`src/rtl/core/kidfl_pkg.sv`:
```
// Shared types and constants for the key id free list allocator.
package kidfl_pkg;

    // Size of the id pool; ids run from 1 to CAPACITY
    localparam int CAPACITY = 1024;

    // Payload field widths
    localparam int ID_W     = 11;
    localparam int MODE_W   = 2;
    localparam int STATUS_W = 2;
    localparam int DATA_W   = 16;

    // Request kinds carried in the input tuser
    localparam logic [MODE_W-1:0] MODE_ALLOC   = 2'd0;
    localparam logic [MODE_W-1:0] MODE_RELEASE = 2'd1;
    localparam logic [MODE_W-1:0] MODE_CLEAR   = 2'd2;

    // Result status carried in the output tuser
    typedef enum logic [STATUS_W-1:0] {
        STAT_OK      = 2'd0,
        STAT_FULL    = 2'd1,
        STAT_REJECT  = 2'd2,
        STAT_CLEARED = 2'd3
    } t_status;

    // Sequencer states
    typedef enum logic {
        ST_IDLE,
        ST_BUSY
    } t_state;

endpackage

```
`src/rtl/core/kidfl_ctrl.sv`:
```
// Sequencer: free list head, high-water mark, slot read-modify-write and result register.
module kidfl_ctrl (
    input  logic                          i_clk,
    input  logic                          i_rst_n,
    // request side
    input  logic                          i_req_valid,
    output logic                          o_req_ready,
    input  logic [kidfl_pkg::MODE_W-1:0]  i_req_mode,
    input  logic [kidfl_pkg::ID_W-1:0]    i_req_rid,
    // result side
    output logic                          o_res_valid,
    input  logic                          i_res_ready,
    output logic [kidfl_pkg::ID_W-1:0]    o_res_id,
    output logic [kidfl_pkg::STATUS_W-1:0] o_res_status,
    // slot memory, word = {in_use, next link}
    output logic                          o_mem_re,
    output logic [$clog2(kidfl_pkg::CAPACITY)-1:0] o_mem_raddr,
    input  logic [$clog2(kidfl_pkg::CAPACITY+1):0] i_mem_rdata,
    output logic                          o_mem_we,
    output logic [$clog2(kidfl_pkg::CAPACITY)-1:0] o_mem_waddr,
    output logic [$clog2(kidfl_pkg::CAPACITY+1):0] o_mem_wdata
);
    import kidfl_pkg::*;

    localparam int SLOT_W = $clog2(CAPACITY);
    localparam int CNT_W  = $clog2(CAPACITY + 1);

    t_state                r_state, n_state;
    logic [MODE_W-1:0]     r_mode;
    logic [ID_W-1:0]       r_rid;
    logic [CNT_W-1:0]      r_free_head, n_free_head;
    logic [CNT_W-1:0]      r_high_water, n_high_water;
    logic                  r_out_valid, n_out_valid;
    logic [ID_W-1:0]       r_out_id, n_out_id;
    t_status               r_out_status, n_out_status;

    logic                  accept;
    logic                  out_free;
    logic [ID_W-1:0]       in_rid_m1;
    logic [ID_W-1:0]       rid_m1;
    logic [CNT_W-1:0]      rd_next;
    logic                  rd_used;
    logic                  rel_ok;

    assign accept    = i_req_valid && o_req_ready;
    assign out_free  = !r_out_valid || i_res_ready;
    assign in_rid_m1 = i_req_rid - ID_W'(1);
    assign rid_m1    = r_rid - ID_W'(1);
    assign rd_next   = i_mem_rdata[CNT_W-1:0];
    assign rd_used   = i_mem_rdata[CNT_W];
    assign rel_ok    = (r_rid != '0) && (32'(r_rid) <= 32'(r_high_water)) && rd_used;

    // read issued with the accepted word: head slot for allocate, id slot otherwise
    assign o_mem_re    = accept;
    assign o_mem_raddr = (i_req_mode == MODE_ALLOC) ? r_free_head[SLOT_W-1:0]
                                                    : SLOT_W'(in_rid_m1);

    // request register
    always_ff @(posedge i_clk) begin
        if (accept) begin
            r_mode <= i_req_mode;
            r_rid  <= i_req_rid;
        end
    end

    // control registers
    always_ff @(posedge i_clk) begin
        if (!i_rst_n) begin
            r_state      <= ST_IDLE;
            r_free_head  <= '0;
            r_high_water <= '0;
            r_out_valid  <= 1'b0;
        end else begin
            r_state      <= n_state;
            r_free_head  <= n_free_head;
            r_high_water <= n_high_water;
            r_out_valid  <= n_out_valid;
        end
    end

    // result payload
    always_ff @(posedge i_clk) begin
        r_out_id     <= n_out_id;
        r_out_status <= n_out_status;
    end

    // next state, list update and memory write-back
    always_comb begin
        n_state      = r_state;
        n_free_head  = r_free_head;
        n_high_water = r_high_water;
        n_out_valid  = r_out_valid && !i_res_ready;
        n_out_id     = r_out_id;
        n_out_status = r_out_status;
        o_req_ready  = 1'b0;
        o_mem_we     = 1'b0;
        o_mem_waddr  = r_free_head[SLOT_W-1:0];
        o_mem_wdata  = {1'b1, rd_next};

        unique case (r_state)
            ST_IDLE: begin
                o_req_ready = 1'b1;
                if (i_req_valid) begin
                    n_state = ST_BUSY;
                end
            end
            ST_BUSY: begin
                if (out_free) begin
                    n_state      = ST_IDLE;
                    n_out_valid  = 1'b1;
                    n_out_id     = '0;
                    n_out_status = STAT_OK;
                    unique case (r_mode)
                        MODE_ALLOC: begin
                            if (r_free_head == r_high_water) begin
                                if (r_high_water == CNT_W'(CAPACITY)) begin
                                    n_out_status = STAT_FULL;
                                end else begin
                                    // fresh slot at the high-water mark
                                    o_mem_we     = 1'b1;
                                    o_mem_waddr  = r_high_water[SLOT_W-1:0];
                                    n_high_water = r_high_water + CNT_W'(1);
                                    n_free_head  = r_high_water + CNT_W'(1);
                                    n_out_id     = ID_W'(r_high_water + CNT_W'(1));
                                end
                            end else begin
                                // pop the list head, keep its link
                                o_mem_we    = 1'b1;
                                n_free_head = rd_next;
                                n_out_id    = ID_W'(r_free_head + CNT_W'(1));
                            end
                        end
                        MODE_RELEASE: begin
                            if (rel_ok) begin
                                // push slot, link to old head, mark free
                                o_mem_we    = 1'b1;
                                o_mem_waddr = SLOT_W'(rid_m1);
                                o_mem_wdata = {1'b0, r_free_head};
                                n_free_head = CNT_W'(SLOT_W'(rid_m1));
                            end else begin
                                n_out_status = STAT_REJECT;
                            end
                        end
                        MODE_CLEAR: begin
                            n_free_head  = '0;
                            n_high_water = '0;
                            n_out_status = STAT_CLEARED;
                        end
                        default: begin
                            n_out_status = STAT_REJECT;
                        end
                    endcase
                end
            end
            default: begin
                n_state = ST_IDLE;
            end
        endcase
    end

    assign o_res_valid  = r_out_valid;
    assign o_res_id     = r_out_id;
    assign o_res_status = r_out_status;
endmodule

```
`config.mk`:
```
export PLATFORM = sky130hd
export DESIGN_NAME = kidfl_ctrl
export DESIGN_NICKNAME = d
export VERILOG_FILES = /design/src/rtl/core/kidfl_pkg.sv /design/src/rtl/core/kidfl_ctrl.sv
export SDC_FILE = /design/constraint.sdc
export NUM_CORES = 1
export LEC_CHECK = 0
export BUFFER_PORTS_ARGS = -buffer_cell sky130_fd_sc_hd__clkbuf_2
export CAP_MARGIN = 30
export CORE_MARGIN = 10
export CORE_UTILIZATION = 56
export DETAILED_ROUTE_END_ITERATION = 10
export PLACE_DENSITY = 0.88
export SETUP_SLACK_MARGIN = 0.02
export SYNTH_ARGS = -nofsm -noshare
export SYNTH_HDL_FRONTEND = slang
export SYNTH_SLANG_ARGS = --single-unit
```
`constraint.sdc`:
```
create_clock -name i_clk -period 2.9 [get_ports i_clk]
set_input_delay 0 -clock i_clk [delete_from_list [all_inputs] [get_ports i_clk]]
set_output_delay 0 -clock i_clk [all_outputs]
set_load 0.05 [all_outputs]
```
# Word level (Yosys, flattened, before mapping)
# Cells that the tools add are included.
# word_totals
reg_bits,50
latchBits,0
mem_bits_rw,0
rom_bits,0
inputBits,29
mem_count,0
# classes
add_sub_neg,4
n_mul,0
n_div,0
n_lt_le_gt_ge,1
eq_ne,8
shifts,0
n_mux,35
n_bitwise,1
n_reduce_logical,15
# ops
op,count
11-bit 2-to-1 mux,6
10-bit 2-to-1 mux,6
12-bit 2-to-1 mux,4
11-bit case mux with 3 select lines,1
"11-bit by 1-bit adder with 11-bit output, second input constant",2
11-bit case mux with 2 select lines,1
10-bit case mux with 2 select lines,1
"10-bit by 1-bit subtractor with 10-bit output, second input constant",2
1-bit 2-to-1 mux,12
11-bit equality test,1
"11-bit equality test, second input constant",1
11-bit <= comparator,1
11-bit nonzero test,1
5-bit AND reduction,2
"2-bit inequality test, second input constant",3
2-bit case mux with 3 select lines,1
1-bit logical AND,4
2-bit logical NOT,2
1-bit case mux with 2 select lines,2
"3-bit inequality test, second input constant",1
3-bit nonzero test,1
"2-bit by 1-bit equality test with 1-bit output, second input constant",1
"2-bit equality test, second input constant",1
1-bit logical NOT,2
5 further kinds,5

# Longest topological paths before layout
# logic_depth
depth_word,7
ltp_mapped,10
depth_no_buf,8

# Worst setup path after synthesis
# OpenSTA, ideal clock, no wires.
# synth_timing
kind,reg-to-output
startpoint,register r_high_water[8]
endpoint,output o_mem_waddr[0] (netlist name)
arrival_ns,3.073
required_ns,2.900
path_slack_ns,-0.173
path_stages_with_launch,11
path_buffers,2
path_cell_list,dfxtp_1 > buf_2 > inv_1 > ha_1 > a211oi_1 > nor2_1 > a2111oi_0 > o21bai_1 > clkbuf_1 > o31a_1 > o21ai_0
# synth_between
elab_chain_cells,7
# synth_lines
element,line,source
start: declaration,kidfl_ctrl.sv:32,"logic [CNT_W-1:0] r_high_water, n_high_water;"
start signal: assignment,kidfl_ctrl.sv:76,r_high_water <= n_high_water;
11-bit <= comparator,kidfl_ctrl.sv:51,assign rel_ok = (r_rid != '0) && (32'(r_rid) <= 32'(r_high_water)) && rd_used;
1-bit logical AND (2 in a row),kidfl_ctrl.sv:51,
10-bit 2-to-1 mux,kidfl_ctrl.sv:134,if (rel_ok) begin
10-bit case mux with 2 select lines *,kidfl_ctrl.sv:113,unique case (r_mode)
10-bit 2-to-1 mux *,kidfl_ctrl.sv:108,if (out_free) begin
10-bit 2-to-1 mux *,kidfl_ctrl.sv:100,unique case (r_state)
end: declaration,kidfl_ctrl.sv:20,"output logic [$clog2(kidfl_pkg::CAPACITY)-1:0] o_mem_waddr,"
# Every way passes the cells marked *; elsewhere a longest branch is shown, timed or not.

# Worst setup path after layout
# layout_timing
startpoint,register r_rid[8]
endpoint,output o_mem_waddr[9] (netlist name)
# layout_between
elab_chain_cells,7
# layout_lines
element,line,source
start: declaration,kidfl_ctrl.sv:30,logic [ID_W-1:0] r_rid;
start signal: assignment,kidfl_ctrl.sv:62,r_rid <= i_req_rid;
11-bit <= comparator or 11-bit nonzero test (tied branches),kidfl_ctrl.sv:51,
1-bit logical AND (2 in a row),kidfl_ctrl.sv:51,
10-bit 2-to-1 mux *,kidfl_ctrl.sv:134,
10-bit case mux with 2 select lines *,kidfl_ctrl.sv:113,
10-bit 2-to-1 mux *,kidfl_ctrl.sv:108,
10-bit 2-to-1 mux *,kidfl_ctrl.sv:100,
# Marks and branches as above.

==> results.toml <==
[sta]
finalSetupViolations = 4
final.setup_skew_ns = 0.01845
tightest_slew_ns = 0.6021
totalNegativeSetupSlack_ns = -0.06067
final.period_utilization_pct = 100.8
clock.fmax_mhz = 342.1
maxSlewHeadroom_pct = 59.29
finalWorstSetupSlack_ns = -0.02336
drv_slew = 0
setup_repair_after_global_routing_missed_its_margin = "true"
hold_violations = 0
period_minus_slack_ns = 2.923

[route]
first_drt_pass_iteration_count = 6
drt.antenna.violating_nets = 0
post-route-drc-count = 0
met3_wire_length_mm = 1.917
routed.top_layer = "met4"
met1_length_mm = 5.522
routedWlPerCell_microns = 23.34
post_drt_via_cell_ratio = 6.561
wirelength_mm = 15.89
initialDrtViolationCount = 606
met2_wirelength_mm = 7.456
total_number_of_vias = 4468

[logic_synthesis]
syn_warnings = 0
synth-seq-cells = 50
async_flop_share_pct = 0
post_synthesis_cell_area_sq_um = 3943
number_of_nets_produced_by_synthesis = 505
synth_enable_flop_cells = 26
synthesis.area_per_instance_sq_um = 8.646
synth-seq-area-share_pct = 31.99
synth.lib_cells_used.distinct = 64
ys.flop_type = "sky130_fd_sc_hd__edfxtp_1"
post_synth_inst_count = 456

[clocking]
tritoncts = "done"
cts_htree_levels = 2
clockBufferDepth = 2
clock_tree.root_cell = "sky130_fd_sc_hd__clkbuf_8"
cts.sink_count = 50
clk-insertion-delay-late_ns = 0.33
cts_buffers = 5
worst_setup_hold_path_clk_slew_ns = 0.11

[floorplan]
fp.dieH_microns = 103.9
floorplan.die_area_sq_um = 10800
core.rowCount = 30
fp.coreArea_sq_um = 6832
die_x_microns = 103.9
start_util_pct = 57.71
design.portCount = 78

[placement]
gpl.final_weighted_congestion = 0.9928
numPortBuffers = 77
dpl-instance-area_sq_um = 4667
pre_cts_slack_ns = 0.08239
hpwl_mm = 11.20

[critical_path]
r2r_setup_slack_ns = 0.20
worst-endpoint-required_ns = 2.90
critPathArrivalTime_ns = 2.92
crit_path_max_fanout = 8
critPathKind = "flop to output pin"
end_kind = "output pin"
timing.critical_path.from_type = "flop"

[hold_path]
timing.hold.worst.class = "input pin to flop"

[cells_and_area]
finish.net_count = 633
seqCellArea_sq_um = 1269
num-fill-cells = 422
final_layout_size_suffix_gt1_share_pct = 37.26
multi_input_area_sq_um = 2709
ant_cells = 0
layout-area-overhead-vs-synth_pct = 40.88
final_design_area_no_fill_sq_um = 5554

[power_and_ir_drop]
fin_total_pwr_mw = 2.232
total_power_per_unit_cell_area_nw_per_um2 = 401.8
power.static_leakage_nw = 2.132
vdd_ir_drop_max_v = 0.0002556

[grt]
grt_start_max_net_pins = 23
wire_length_of_the_first_global_routing_pass_mm = 23.79
number_of_global_route_vias_before_repair = 4437
gr-total-overflow = 0
grt_antenna_before_repair = 0
grt.total_usage_pct = 26.85

[outcome]
failed_checks = "setup timing"
outcome = "complete, but fails checks"

[job]
cap_viol_max_count = 0
-- path summary, 6_finish.rpt --
check / cells past startpoint / to / start
worst max-delay path: 8 / o_mem_waddr[9] / r_rid[8]$_DFFE_PP_
worst min-delay path: 4 / r_free_head[10]$_SDFFE_PN0P_ / i_mem_rdata[10]
worst max register to register: 9 / r_free_head[9]$_SDFFE_PN0P_ / r_rid[7]$_DFFE_PP_
worst min register to register: 2 / o_res_valid$_SDFF_PN0_ / o_res_valid$_SDFF_PN0_
-- placed cells by master (no fill, tap or decap), types with 8 or more instances in the layout --
cell	n
sky130_fd_sc_hd__buf_4	59
sky130_fd_sc_hd__clkbuf_2	55
sky130_fd_sc_hd__nor2_1	40
sky130_fd_sc_hd__nand2_1	33
sky130_fd_sc_hd__a21oi_1	28
sky130_fd_sc_hd__edfxtp_1	26
sky130_fd_sc_hd__xnor2_1	25
sky130_fd_sc_hd__nand3_1	24
sky130_fd_sc_hd__inv_1	20
sky130_fd_sc_hd__dfxtp_1	20
sky130_fd_sc_hd__dlygate4sd3_1	15
sky130_fd_sc_hd__buf_8	15
sky130_fd_sc_hd__xor2_1	14
sky130_fd_sc_hd__o21ai_0	12
sky130_fd_sc_hd__mux2_2	11
sky130_fd_sc_hd__ha_1	10
sky130_fd_sc_hd__ha_4	10
sky130_fd_sc_hd__nor3_1	9
sky130_fd_sc_hd__nand4_1	8
-- state kept, by name, summed over array words and instances, names as in the netlist --
register      count
r_free_head      11
r_high_water     11
r_state           1
o_res_id         11
r_rid            11
o_res_status      2
o_res_valid       1
r_mode            2
-- cell type report --
| class | instances | share of cell area [%] |
|---|---|---|
| clock buffers | 5 | 1.239 |
| clock inverters | 3 | 0.4280 |
| inverters | 24 | 1.690 |
| multi-input cells | 347 | 48.77 |
| flip-flops and latches | 50 | 22.84 |
| well taps | 96 | 2.163 |
| repair buffers | 156 | 22.87 |
-- power by group --
part | leakage [nW] | internal, mW | switching, mW
combinational | 1.64 | 0.350 | 0.615
sequential | 0.449 | 0.786 | 0.0307
clock | 0.0408 | 0.173 | 0.277
-- stage by stage --
step	util (%)	hold WS, ns	cells
floorplan	-	0.09887	456
CTS	78.97	0.05370	675
global route	81.30	0.1030	681
detailed placement	68.32	0.1796	643
finish	81.30	0.04760	681
global placement	68.32	0.1790	643
-- cell families after synthesis --
family                   share of synthesized area (%)
XOR/XNOR                                         9.902
AO/OA/AOI/OAI                                    19.52
flip-flops                                       31.99
AND/OR/NAND/NOR                                  21.23
buffers and inverters                            6.570
adder cells (fa/ha/maj)                          6.347
multiplexers                                     4.443
-- worst max-delay path, stage by stage (launching register included) --
cell and delay (ns):
sky130_fd_sc_hd__edfxtp_1 0.45, sky130_fd_sc_hd__ha_4 0.27, sky130_fd_sc_hd__a211oi_4 0.25, sky130_fd_sc_hd__nor2_2 0.09, sky130_fd_sc_hd__a2111o_1 0.38, sky130_fd_sc_hd__a21o_1 0.20
sky130_fd_sc_hd__or3_4 0.39, sky130_fd_sc_hd__a221o_1 0.38, sky130_fd_sc_hd__clkbuf_8 0.19
-- cells in the mapped netlist (3+ instances only) --
master / count / area [sq um]
sky130_fd_sc_hd__clkbuf_1: 13 / 48.80
sky130_fd_sc_hd__or3_1: 4 / 25.02
sky130_fd_sc_hd__nor3_1: 13 / 65.06
sky130_fd_sc_hd__o31ai_1: 8 / 60.06
sky130_fd_sc_hd__mux2_2: 12 / 135.1
sky130_fd_sc_hd__ha_1: 20 / 250.2
sky130_fd_sc_hd__dfxtp_1: 24 / 480.5
sky130_fd_sc_hd__and4_1: 4 / 35.03
sky130_fd_sc_hd__buf_4: 4 / 30.03
sky130_fd_sc_hd__xnor2_2: 3 / 48.80
sky130_fd_sc_hd__a221o_1: 5 / 50.05
sky130_fd_sc_hd__a211oi_1: 9 / 67.56
sky130_fd_sc_hd__a21o_1: 3 / 22.52
sky130_fd_sc_hd__edfxtp_1: 26 / 780.8
sky130_fd_sc_hd__nor2_1: 42 / 157.7
sky130_fd_sc_hd__o21ai_0: 15 / 75.07
sky130_fd_sc_hd__o31a_1: 5 / 43.79
sky130_fd_sc_hd__a21oi_1: 31 / 155.2
sky130_fd_sc_hd__o2bb2ai_1: 4 / 35.03
sky130_fd_sc_hd__nand2_1: 33 / 123.9
sky130_fd_sc_hd__xnor2_1: 25 / 219.0
sky130_fd_sc_hd__nand2b_1: 4 / 25.02
sky130_fd_sc_hd__inv_1: 24 / 90.09
sky130_fd_sc_hd__a31o_2: 4 / 35.03
sky130_fd_sc_hd__nand4_1: 8 / 50.05
sky130_fd_sc_hd__xor2_1: 14 / 122.6
sky130_fd_sc_hd__nand3_1: 24 / 120.1
sky130_fd_sc_hd__nor4_1: 5 / 31.28
sky130_fd_sc_hd__or4_1: 3 / 22.52
sky130_fd_sc_hd__and2_1: 3 / 18.77
sky130_fd_sc_hd__mux2i_1: 4 / 40.04
sky130_fd_sc_hd__buf_2: 18 / 90.09
-- routing by layer --
metal | global-route usage (%) | vias to the layer above
met3 | 6.196 | 94
met5 | 0 | -
li1 | - | 1933
met4 | 13.12 | 0
met2 | 45.41 | 371
met1 | 31.15 | 2070
-- repair_timing --
item | 4_1_cts | 5_1_grt
hold buffers | 15 | 0
hold endpoints to repair | 15 | 0
resized for setup | 82 | 39
setup buffers | 8 | 6
cloned | 1 | 0
endpoints found under the setup margin | 22 | 23
pin swaps | 17 | 12
(Power assumes the default switching activity.)
